==> src/rtl/core/sbfp_pkg.sv <==
package sbfp_pkg;

   localparam int DATA_BYTES  = 31;
   localparam int FRAME_BYTES = 32;
   localparam int DATA_W      = DATA_BYTES * 8;
   localparam int CNT_W       = 5;
   localparam int CFG_W       = 9;
   localparam int SP_W        = 10;
   localparam int FILL_W      = 10;

   localparam logic [7:0] STROBE_FIRST  = 8'h80;
   localparam logic [7:0] STROBE_SECOND = 8'h40;

   localparam logic KIND_DATA = 1'b0;
   localparam logic KIND_END  = 1'b1;

   localparam logic OUT_FRAME = 1'b0;
   localparam logic OUT_FILL  = 1'b1;

   // pending result slots, emitted lowest index first
   localparam int SLOT_PRE0 = 0;
   localparam int SLOT_FRM  = 1;
   localparam int SLOT_FILL = 2;
   localparam int SLOT_PRE1 = 3;
   localparam int SLOTS     = 4;

   typedef struct packed {
      logic       kind;
      logic [7:0] data_byte;
   } req_type;

   typedef struct packed {
      logic              out_kind;
      logic [7:0]        header;
      logic [63:0]       data_a;
      logic [63:0]       data_b;
      logic [63:0]       data_c;
      logic [55:0]       data_d;
      logic [FILL_W-1:0] fill_length;
      logic              last;
   } rsp_type;

   typedef struct packed {
      logic [SLOTS-1:0]  pend;
      logic [7:0]        hdr;
      logic [DATA_W-1:0] payload;
      logic [FILL_W-1:0] fill_len;
   } desc_type;

endpackage

==> src/rtl/core/sector_byte_frame_packer.sv <==
// channel | dir | handshake            | word
// req     | in  | req_valid/req_stall  | req_type: kind, data_byte
// rsp     | out | rsp_valid/rsp_stall  | rsp_type: frame or fill run, last
// csr     | in  | csr_wr_en            | first_sector_offset, 9 bits
//
// one input word a cycle while req_stall is low; results leave one a cycle
// through the output register while rsp_stall is low; a word causes 0 to 4
// results, so a sector end or end of input holds req while the result slot drains
// reset is synchronous and returns to the no-preamble-sent state
// rsp_stall reaches req_stall combinationally through the result slot
module sector_byte_frame_packer import sbfp_pkg::*; #(
   parameter int SECTOR_BYTES = 512,
   parameter int ALIGN_BYTES  = 1024
) (
   input  logic             clock,
   input  logic             reset,
   input  logic             csr_wr_en,
   input  logic [CFG_W-1:0] csr_wr_data,
   input  logic             req_valid,
   output logic             req_stall,
   input  req_type          req_data,
   output logic             rsp_valid,
   input  logic             rsp_stall,
   output rsp_type          rsp_data
);

   logic     req_accept;
   desc_type desc;

   assign req_accept = req_valid && !req_stall;

   sbfp_packer #(
      .SECTOR_BYTES (SECTOR_BYTES),
      .ALIGN_BYTES  (ALIGN_BYTES)
   ) u_packer (
      .clock       (clock),
      .reset       (reset),
      .csr_wr_en   (csr_wr_en),
      .csr_wr_data (csr_wr_data),
      .req_accept  (req_accept),
      .req_data    (req_data),
      .desc        (desc)
   );

   sbfp_sequencer u_sequencer (
      .clock      (clock),
      .reset      (reset),
      .req_accept (req_accept),
      .desc       (desc),
      .req_stall  (req_stall),
      .rsp_valid  (rsp_valid),
      .rsp_stall  (rsp_stall),
      .rsp_data   (rsp_data)
   );

   // a fill run is always followed by a preamble from the same word
   a_fill_not_last: assert property (@(posedge clock) disable iff (reset)
      rsp_valid && rsp_data.out_kind == OUT_FILL |-> !rsp_data.last)
      else $error("fill run marked last");

   a_fill_empty: assert property (@(posedge clock) disable iff (reset)
      rsp_valid && rsp_data.out_kind == OUT_FILL |->
         rsp_data.header == '0 && rsp_data.data_a == '0 && rsp_data.data_d == '0)
      else $error("fill run carries frame data");

   a_header_strobe: assert property (@(posedge clock) disable iff (reset)
      rsp_valid && rsp_data.out_kind == OUT_FRAME && rsp_data.header != '0 |->
         (rsp_data.header[7] ^ rsp_data.header[6]) && !rsp_data.header[5] &&
         rsp_data.fill_length == '0)
      else $error("bad frame header");

endmodule

==> src/rtl/core/sbfp_packer.sv <==
module sbfp_packer import sbfp_pkg::*; #(
   parameter int SECTOR_BYTES = 512,
   parameter int ALIGN_BYTES  = 1024
) (
   input  logic             clock,
   input  logic             reset,
   input  logic             csr_wr_en,
   input  logic [CFG_W-1:0] csr_wr_data,
   input  logic             req_accept,
   input  req_type          req_data,
   output desc_type         desc
);

   localparam int POS_W = $clog2(ALIGN_BYTES);
   localparam logic [POS_W:0] ALIGN_EXT = (POS_W+1)'(ALIGN_BYTES);
   localparam logic [POS_W:0] FRAME_EXT = (POS_W+1)'(FRAME_BYTES);
   localparam logic [SP_W-1:0] SECTOR_V = SP_W'(SECTOR_BYTES);

   logic [CFG_W-1:0]  cfg_ff;
   logic [DATA_W-1:0] store_ff, store_in;
   logic [CNT_W-1:0]  held_ff, held_in;
   logic              strobe_ff, strobe_in;
   logic [SP_W-1:0]   sp_ff, sp_in;
   logic [POS_W-1:0]  pos_ff, pos_in;
   logic              started_ff, started_in;

   logic [DATA_W-1:0] push;
   logic [CNT_W-1:0]  held1, cnt;
   logic [SP_W-1:0]   sp_base, sp_new;
   logic [POS_W-1:0]  pos_base, p1;
   logic [POS_W:0]    pos_sum, pos_wrap, fill;
   logic              frm, flush;

   always_comb begin
      push     = {store_ff[DATA_W-9:0], req_data.data_byte};
      held1    = held_ff + CNT_W'(1);
      sp_base  = started_ff ? sp_ff : SP_W'(cfg_ff);
      sp_new   = sp_base + SP_W'(1);
      // a fresh stream opens with a preamble, so output is one frame in
      pos_base = started_ff ? pos_ff : POS_W'(FRAME_BYTES);

      if (req_data.kind == KIND_END) begin
         frm   = (held_ff != '0);
         flush = 1'b1;
         cnt   = held_ff;
         desc.payload = store_ff;
      end else begin
         flush = (sp_new >= SECTOR_V);
         frm   = (held1 == CNT_W'(DATA_BYTES)) || flush;
         cnt   = held1;
         desc.payload = push;
      end

      desc.hdr = (strobe_ff ? STROBE_SECOND : STROBE_FIRST) | {3'b000, cnt};

      pos_sum  = {1'b0, pos_base} + FRAME_EXT;
      pos_wrap = (pos_sum >= ALIGN_EXT) ? pos_sum - ALIGN_EXT : pos_sum;
      p1       = frm ? pos_wrap[POS_W-1:0] : pos_base;
      fill     = ALIGN_EXT - {1'b0, p1};
      desc.fill_len = fill[FILL_W-1:0];

      desc.pend = '0;
      desc.pend[SLOT_PRE0] = !started_ff;
      desc.pend[SLOT_FRM]  = frm;
      desc.pend[SLOT_FILL] = flush;
      desc.pend[SLOT_PRE1] = flush;

      if (req_data.kind == KIND_END) begin
         store_in   = '0;
         held_in    = '0;
         strobe_in  = 1'b0;
         sp_in      = '0;
         pos_in     = '0;
         started_in = 1'b0;
      end else begin
         store_in   = frm ? '0 : push;
         held_in    = frm ? '0 : held1;
         strobe_in  = strobe_ff ^ frm;
         sp_in      = flush ? '0 : sp_new;
         // after a flush only the new preamble has gone out
         pos_in     = flush ? POS_W'(FRAME_BYTES) : p1;
         started_in = 1'b1;
      end
   end

   always_ff @(posedge clock) begin
      if (reset) begin
         cfg_ff     <= '0;
         store_ff   <= '0;
         held_ff    <= '0;
         strobe_ff  <= 1'b0;
         sp_ff      <= '0;
         pos_ff     <= '0;
         started_ff <= 1'b0;
      end else begin
         if (csr_wr_en) begin
            cfg_ff <= csr_wr_data;
         end
         if (req_accept) begin
            store_ff   <= store_in;
            held_ff    <= held_in;
            strobe_ff  <= strobe_in;
            sp_ff      <= sp_in;
            pos_ff     <= pos_in;
            started_ff <= started_in;
         end
      end
   end

endmodule

==> src/rtl/core/sbfp_sequencer.sv <==
module sbfp_sequencer import sbfp_pkg::*; (
   input  logic     clock,
   input  logic     reset,
   input  logic     req_accept,
   input  desc_type desc,
   output logic     req_stall,
   output logic     rsp_valid,
   input  logic     rsp_stall,
   output rsp_type  rsp_data
);

   logic [SLOTS-1:0]  pend_ff, pend_in, first, rest;
   logic [7:0]        hdr_ff;
   logic [DATA_W-1:0] payload_ff;
   logic [FILL_W-1:0] fill_ff;
   logic              rsp_valid_ff;
   rsp_type           rsp_ff, rsp_in;

   logic              out_free, pop;
   logic [CNT_W-1:0]  shift;
   logic [DATA_W-1:0] aligned;

   always_comb begin
      out_free = !rsp_valid_ff || !rsp_stall;
      first    = pend_ff & (~pend_ff + SLOTS'(1));
      rest     = pend_ff & ~first;
      pop      = out_free && (pend_ff != '0);
      pend_in  = pop ? rest : pend_ff;
      // the slot frees once its last result goes out this cycle
      req_stall = (pend_in != '0);

      // partial frame sits right-aligned; the shift moves its oldest byte to data byte 30
      shift   = CNT_W'(DATA_BYTES) - hdr_ff[CNT_W-1:0];
      aligned = payload_ff << {shift, 3'b000};

      rsp_in      = '0;
      rsp_in.last = (rest == '0);
      if (first[SLOT_FRM]) begin
         rsp_in.out_kind = OUT_FRAME;
         rsp_in.header   = hdr_ff;
         rsp_in.data_a   = aligned[63:0];
         rsp_in.data_b   = aligned[127:64];
         rsp_in.data_c   = aligned[191:128];
         rsp_in.data_d   = aligned[247:192];
      end else if (first[SLOT_FILL]) begin
         rsp_in.out_kind    = OUT_FILL;
         rsp_in.fill_length = fill_ff;
      end
   end

   always_ff @(posedge clock) begin
      if (reset) begin
         pend_ff      <= '0;
         rsp_valid_ff <= 1'b0;
      end else begin
         pend_ff <= req_accept ? desc.pend : pend_in;
         if (out_free) begin
            rsp_valid_ff <= pop;
         end
      end
   end

   always_ff @(posedge clock) begin
      if (req_accept) begin
         hdr_ff     <= desc.hdr;
         payload_ff <= desc.payload;
         fill_ff    <= desc.fill_len;
      end
      if (pop) begin
         rsp_ff <= rsp_in;
      end
   end

   assign rsp_valid = rsp_valid_ff;
   assign rsp_data  = rsp_ff;

endmodule
==> config.mk <==
export PLATFORM = sky130hd
export DESIGN_NAME = sector_byte_frame_packer
export DESIGN_NICKNAME = d
export VERILOG_FILES = /design/src/rtl/core/sbfp_pkg.sv /design/src/rtl/core/sector_byte_frame_packer.sv /design/src/rtl/core/sbfp_packer.sv /design/src/rtl/core/sbfp_sequencer.sv
export SDC_FILE = /design/constraint.sdc
export NUM_CORES = 2
export LEC_CHECK = 0
export ABC_AREA = 1
export BUFFER_PORTS_ARGS = -buffer_cell sky130_fd_sc_hd__buf_2
export CAP_MARGIN = 20
export CORE_MARGIN = 2
export CORE_UTILIZATION = 40
export CTS_CLUSTER_SIZE = 40
export DETAILED_ROUTE_END_ITERATION = 8
export PLACE_DENSITY = 0.65
export SETUP_SLACK_MARGIN = 0.4
export SKIP_LAST_GASP = 1
export SYNTH_ARGS = -nofsm -noshare
export SYNTH_HDL_FRONTEND = slang
export SYNTH_HIERARCHICAL = 1
export SYNTH_SLANG_ARGS = --single-unit
==> constraint.sdc <==
create_clock -name clock -period 11.9 [get_ports clock]
set_input_delay 0.595 -clock clock [delete_from_list [all_inputs] [get_ports clock]]
set_output_delay 0.595 -clock clock [all_outputs]
set_load 0.01 [all_outputs]
Word-level counts from Yosys, hierarchy flattened
Index checks and enable logic that the tools add are counted.
{ "totals": {"regBits": 823, "inputBits": 23, "out_inout_bits": 270, "word_cells": 73} }
{ "op_classes": {"addsub": 7, "magnitude_cmp": 2, "eq_ne": 1, "shifts": 1, "muxes": 22, "bitwise_logic": 7, "n_reduce_logical": 13} }
{ "op_table": {"columns": ["op", "n"], "rows": [
  ["$mux 248", 3],
  ["$shl 248x8->248", 1],
  ["$mux 10", 8],
  ["$mux 5", 3],
  ["$add 10x6->11 const B", 1],
  ["$ge 11x11->1 const B", 1],
  ["$add 10x1->10 const B", 1],
  ["$ge 10x10->1 const B", 1],
  ["$sub 1x10->10 const A", 1],
  ["$sub 10x1->10 const B", 1],
  ["$and 4x4->4", 2],
  ["$mux 4", 2],
  ["$mux 8", 1],
  ["$not 4->4", 2],
  ["$or 8x5->8", 1],
  ["$reduce_bool 4->1", 2],
  ["$add 5x1->5 const B", 1],
  ["$eq 5x5->1 const B", 1],
  ["$mux 1", 5],
  ["$reduce_bool 5->1", 1],
  ["$sub 5x5->5 const A", 1],
  ["$add 4x1->4 const B", 1],
  ["$logic_not 1->1", 4],
  ["$logic_not 4->1", 1],
  ["5 further kinds", 7]
]} }

Logic depth before layout (Yosys ltp)
{ "depth": {"word_depth": 10, "ltp_mapped": 17, "depth_no_buf": 16} }

Cells and area by module
The synthesis kept the hierarchy.
{ "modules_own_cells": {"columns": ["module", "instances", "cells_per_inst", "area_per_inst_um2", "seq_area_each_um2"], "rows": [
  ["sbfp_sequencer", 1, 3318, 28640.0, 16135.5],
  ["sbfp_packer", 1, 1752, 14739.1, 5685.5],
  ["sector_byte_frame_packer", 1, 2, 10.0, 0.0]
]} }

Worst setup path before layout
Ideal clock, no wire load.
{ "synth_timing": {"path_type": "input to register", "start": "in rsp_stall", "end": "reg u_packer.store_ff[105]", "setup_ns": 0.146, "arrival_time_ns": 10.164, "required_ns": 11.754, "path_slack_ns": 1.589, "path_stages": 13, "path_cell_list": "nand2_1 inv_1 o21ai_0 nand2_1 nor2_1 nand2_1 nor2_2 buf_2 clkinv_1 nand2_1 clkbuf_1 clkbuf_1 o32ai_2"} }
{ "synth_via": {"elab_chain_len": 7} }
{ "synth_lines": {"columns": ["element", "line_no", "source"], "rows": [
  ["from (decl)", "sector_byte_frame_packer.sv:23", "input logic rsp_stall,"],
  ["$logic_not 1->1", "sbfp_sequencer.sv:24", "out_free = !rsp_valid_ff || !rsp_stall;"],
  ["$logic_or 1x1->1", "sbfp_sequencer.sv:24", null],
  ["$logic_and 1x1->1", "sbfp_sequencer.sv:27", "pop = out_free && (pend_ff != '0);"],
  ["$mux 4", "sbfp_sequencer.sv:28", "pend_in = pop ? rest : pend_ff;"],
  ["$reduce_bool 4->1", "sbfp_sequencer.sv:30", "req_stall = (pend_in != '0);"],
  ["net req_stall", "sector_byte_frame_packer.sv:20", "output logic req_stall,"],
  ["$logic_not 1->1", "sector_byte_frame_packer.sv:30", "assign req_accept = req_valid && !req_stall;"],
  ["$logic_and 1x1->1", "sector_byte_frame_packer.sv:30", null],
  ["net req_accept", "sector_byte_frame_packer.sv:27", "logic req_accept;"],
  ["to (signal assigned)", "sbfp_packer.sv:100", "store_ff <= store_in;"],
  ["to (decl)", "sbfp_packer.sv:20", "logic [DATA_W-1:0] store_ff, store_in;"]
]} }
The timed path passes the listed nets, and every way through them passes these cells.
A chain may end at the register's enable or synchronous reset.

Final worst setup path
{ "layout_timing": {"start": "reg u_sequencer.pend_ff[0]", "end": "reg u_packer.store_ff[21]"} }
{ "layout_via": {"elab_chain_len": 9, "word_cells_on_any_way": 11} }
{ "layout_lines": {"columns": ["element", "line_no", "source"], "rows": [
  ["from (decl)", "sbfp_sequencer.sv:12", "logic [SLOTS-1:0] pend_ff, pend_in, first, rest;"],
  ["from (signal assigned)", "sbfp_sequencer.sv:56", "pend_ff <= req_accept ? desc.pend : pend_in;"],
  ["$not 4->4", "sbfp_sequencer.sv:25", "first = pend_ff & (~pend_ff + SLOTS'(1));"],
  ["$add 4x1->4", "sbfp_sequencer.sv:25", null],
  ["$and 4x4->4", "sbfp_sequencer.sv:25", null],
  ["$not 4->4", "sbfp_sequencer.sv:26", "rest = pend_ff & ~first;"],
  ["$and 4x4->4", "sbfp_sequencer.sv:26", null],
  ["$mux 4 (*)", "sbfp_sequencer.sv:28", null],
  ["$reduce_bool 4->1 (*)", "sbfp_sequencer.sv:30", null],
  ["$logic_not 1->1 (*)", "sector_byte_frame_packer.sv:30", null],
  ["$logic_and 1x1->1 (*)", "sector_byte_frame_packer.sv:30", null],
  ["net req_accept", "sector_byte_frame_packer.sv:27", null]
]} }
The timed path passes the listed nets; every way through them passes the cells marked *.

==> results.cfg <==
[clock_tree]
post-cts-setup-buffers = 0
h-tree-depth = 3
cts_tree = done
clock_latency_ns = 0.70
cts_resized = 0
cts_root_buf = clkbuf_16
clock-sinks = 823
cts_buffers = 92
clk_pin_slew_ns = 0.06
postCtsHoldBufs = 0
cts_buffer_depth = 3

[global_routing]
grt_pass1_vias = 34400
grt_pass1_wl_mm = 219
antenna_found_initial = 5
grt_max_degree = 182
grt_use_met1 = 0.353
use_met3 = 0.0578
overflow = 0
grt_usage = 0.257
grt_util_met2 = 0.379
top_usage_layer = met2

[finish]
final_cells = 6575
syn_to_final_growth_pct = 11.1
drive_gt1_frac = 0.138
nNetsFinal = 5120

[die]
initial_core_util = 0.404
dieArea_sq_um = 111000
die_w_um = 333
pin_count = 293
core-area_sq_um = 107000
std_cell_rows = 120
die_h_um = 333

[synthesis]
syn_avg_cell_area_sq_um = 8.55
yosysUniqueCellTypes = 39
yosysWarnings = 6
synth_area_sq_um = 43400
ys_seq_area_frac = 0.503
syn-num-nets = 5101
ys.flop_type = edfxtp_1
synth-edff-count = 534
synth-seq-cells = 823
ys_async_sr_fraction = 0
syn_inst = 5072

[setup_path]
reg2reg_to = u_packer/store_ff[21]
reg2reg_slack_ns = 6.57
arrival_ns = 5.84
endpoint = u_packer/store_ff[21]
r2r_cells = 11
critPathLaunch = u_sequencer/pend_ff[0]
cp.required_ns = 12.40
crit_path_end_kind = flip-flop
critPathLaunchType = flip-flop
critPathKind = reg2reg
critPathMaxFanout = 56
reg2reg_from = u_sequencer/pend_ff[0]

[route]
drt_iter0_markers = 5862
drc = 0
routed_via_density = 5.90
num_vias = 38800
wl_mm = 147
ant_nets = 0
wire_per_inst_um = 22.4
dr.pass1.iters = 7

[timing]
hold_violations = 0
clock_skew_ns = 0.0371
tightest_slew_ns = 1.14
relSlewSlack = 0.237
min_period_ns = 5.33
setup_tns_ns = 0
max_freq_ghz = 0.187
fin_crit_sh = 0.448
setup_viol = 0
rsz0062_at_grt = false
slew_violations = 0

[power_and_ir_drop]
power.density_nw_per_um2 = 280
vdd.ir_drop.worst_uv = 231
leakage_nw = 18.1

[worst_hold_path]
hold_class = in2reg

[placement]
io_buffers = 292
place_hpwl_mm = 102
dpl.cell_count = 6399
place_congestion = 1.02

[outcome]
outcome = complete, no violations

[job]
cap_violations = 0
[routing by layer]
layer,part of all wire,vias to the layer above
met3,0.11,269
met2,0.43,2086
met1,0.41,18500
met5,0.00039,-
li1,-,17900
met4,0.052,8
[state kept, by name, indices dropped and copies added (netlist names)]
name and cells:
u_packer/sp_ff 10, u_packer/started_ff 1, u_packer/store_ff 248, u_sequencer/fill_ff 10, u_sequencer/payload_ff 248, u_packer/strobe_ff 1
u_sequencer/rsp_data 268, u_sequencer/hdr_ff 8, u_packer/pos_ff 10, u_packer/cfg_ff 9, u_sequencer/rsp_valid 1, u_sequencer/pend_ff 4
u_packer/held_ff 5
[stage by stage]
stage          setup WS [ns]   util  cell area, sq um  power, mW  hold WS [ns]
2_1_floorplan           1.59      -             43400       8.63         0.419
3_3_place_gp            6.45  0.420             45100       10.4         0.429
3_5_place_dp            6.35  0.420             45100       10.5         0.434
4_1_cts                 6.53  0.449             48200       13.4         0.104
5_1_grt                 6.20  0.449             48200       14.1         0.126
6_report                6.57  0.449             48200       13.5         0.152
[critical path, stage by stage (launching register included)]
cell and delay, ns:
dfxtp_1 0.40, nor2_1 0.11, nand2_1 0.11, o21ai_0 0.25, o21ai_0 0.30, nand2_1 0.14
nor2_4 0.39, clkinv_1 0.64, nand2_4 0.89, buf_4 0.77, buf_4 0.85, o32ai_2 0.17
[synth_stat cells, types with 2 or more instances]
cell | count | area [sq um]
nor3_1 | 36 | 180
nor2_1 | 199 | 747
inv_1 | 276 | 1040
buf_6 | 24 | 270
nand3_1 | 1509 | 7550
a21oi_1 | 43 | 215
nand2_2 | 3 | 18.8
dfxtp_1 | 289 | 5790
xor2_1 | 10 | 87.6
a22oi_1 | 3 | 22.5
nor2_4 | 2 | 22.5
o21ai_1 | 2 | 10.0
o21ai_0 | 305 | 1530
nand4_1 | 10 | 62.6
edfxtp_1 | 534 | 16000
clkinv_1 | 3 | 11.3
buf_4 | 9 | 67.6
nor2_2 | 3 | 18.8
clkbuf_1 | 195 | 732
buf_2 | 153 | 766
o32ai_2 | 200 | 3250
buf_1 | 36 | 135
nand2_1 | 1181 | 4430
o32ai_1 | 18 | 158
inv_2 | 6 | 22.5
ha_1 | 6 | 75.1
xnor2_1 | 4 | 35.0
o22ai_1 | 2 | 12.5
[where the power goes]
part	internal [mW]	switching, mW
clock	1.67	1.24
combinational	1.42	4.36
sequential	4.31	0.494
[logic make-up after synthesis]
logic type | after synthesis | synth area share
adder cells (fa/ha/maj) | 6 | 0.00173
other | 1 | 0.0000864
AO/OA/AOI/OAI | 577 | 0.121
AND/OR/NAND/NOR | 2949 | 0.302
flip-flops | 823 | 0.503
buffers and inverters | 702 | 0.0701
XOR/XNOR | 14 | 0.00283
[layout by cell type, fill, tap and decap left out, drive strengths merged, types with 2 or more instances in the layout]
| cell | instances |
|---|---|
| clkinvlp | 9 |
| a21oi | 43 |
| o21ai | 307 |
| a22oi | 3 |
| edfxtp | 534 |
| nand4 | 11 |
| clkinv | 35 |
| o32ai | 218 |
| ha | 6 |
| buf | 342 |
| nor3 | 36 |
| o22ai | 2 |
| diode | 3 |
| nand3 | 1511 |
| inv | 290 |
| nand2 | 1184 |
| nor2 | 204 |
| xnor2 | 4 |
| bufinv | 8 |
| xor2 | 10 |
| dfxtp | 289 |
| clkbuf | 115 |
[layout make-up]
class,count,area (sq um)
fillers,10300,59100
flip-flops and latches,823,21800
multi-input cells,3547,18600
clock buffers,115,2480
repair buffers,342,1870
well taps,1403,1760
inverters,285,1120
clock inverters,57,592
diodes,3,7.51
[worst min path at each step]
stage,startpoint,cells past startpoint,end
6_report,csr_wr_data[8],3,u_packer/cfg_ff[8]
5_1_grt,csr_wr_data[8],3,u_packer/cfg_ff[8]
4_1_cts,csr_wr_data[8],3,u_packer/cfg_ff[8]
3_5_place_dp,u_packer/pos_ff[0],2,u_packer/pos_ff[0]
3_3_place_gp,u_packer/sp_ff[9],2,u_packer/sp_ff[9]
2_1_floorplan,u_packer/sp_ff[9],2,u_packer/sp_ff[9]
Power figures use the tool's default switching activity.
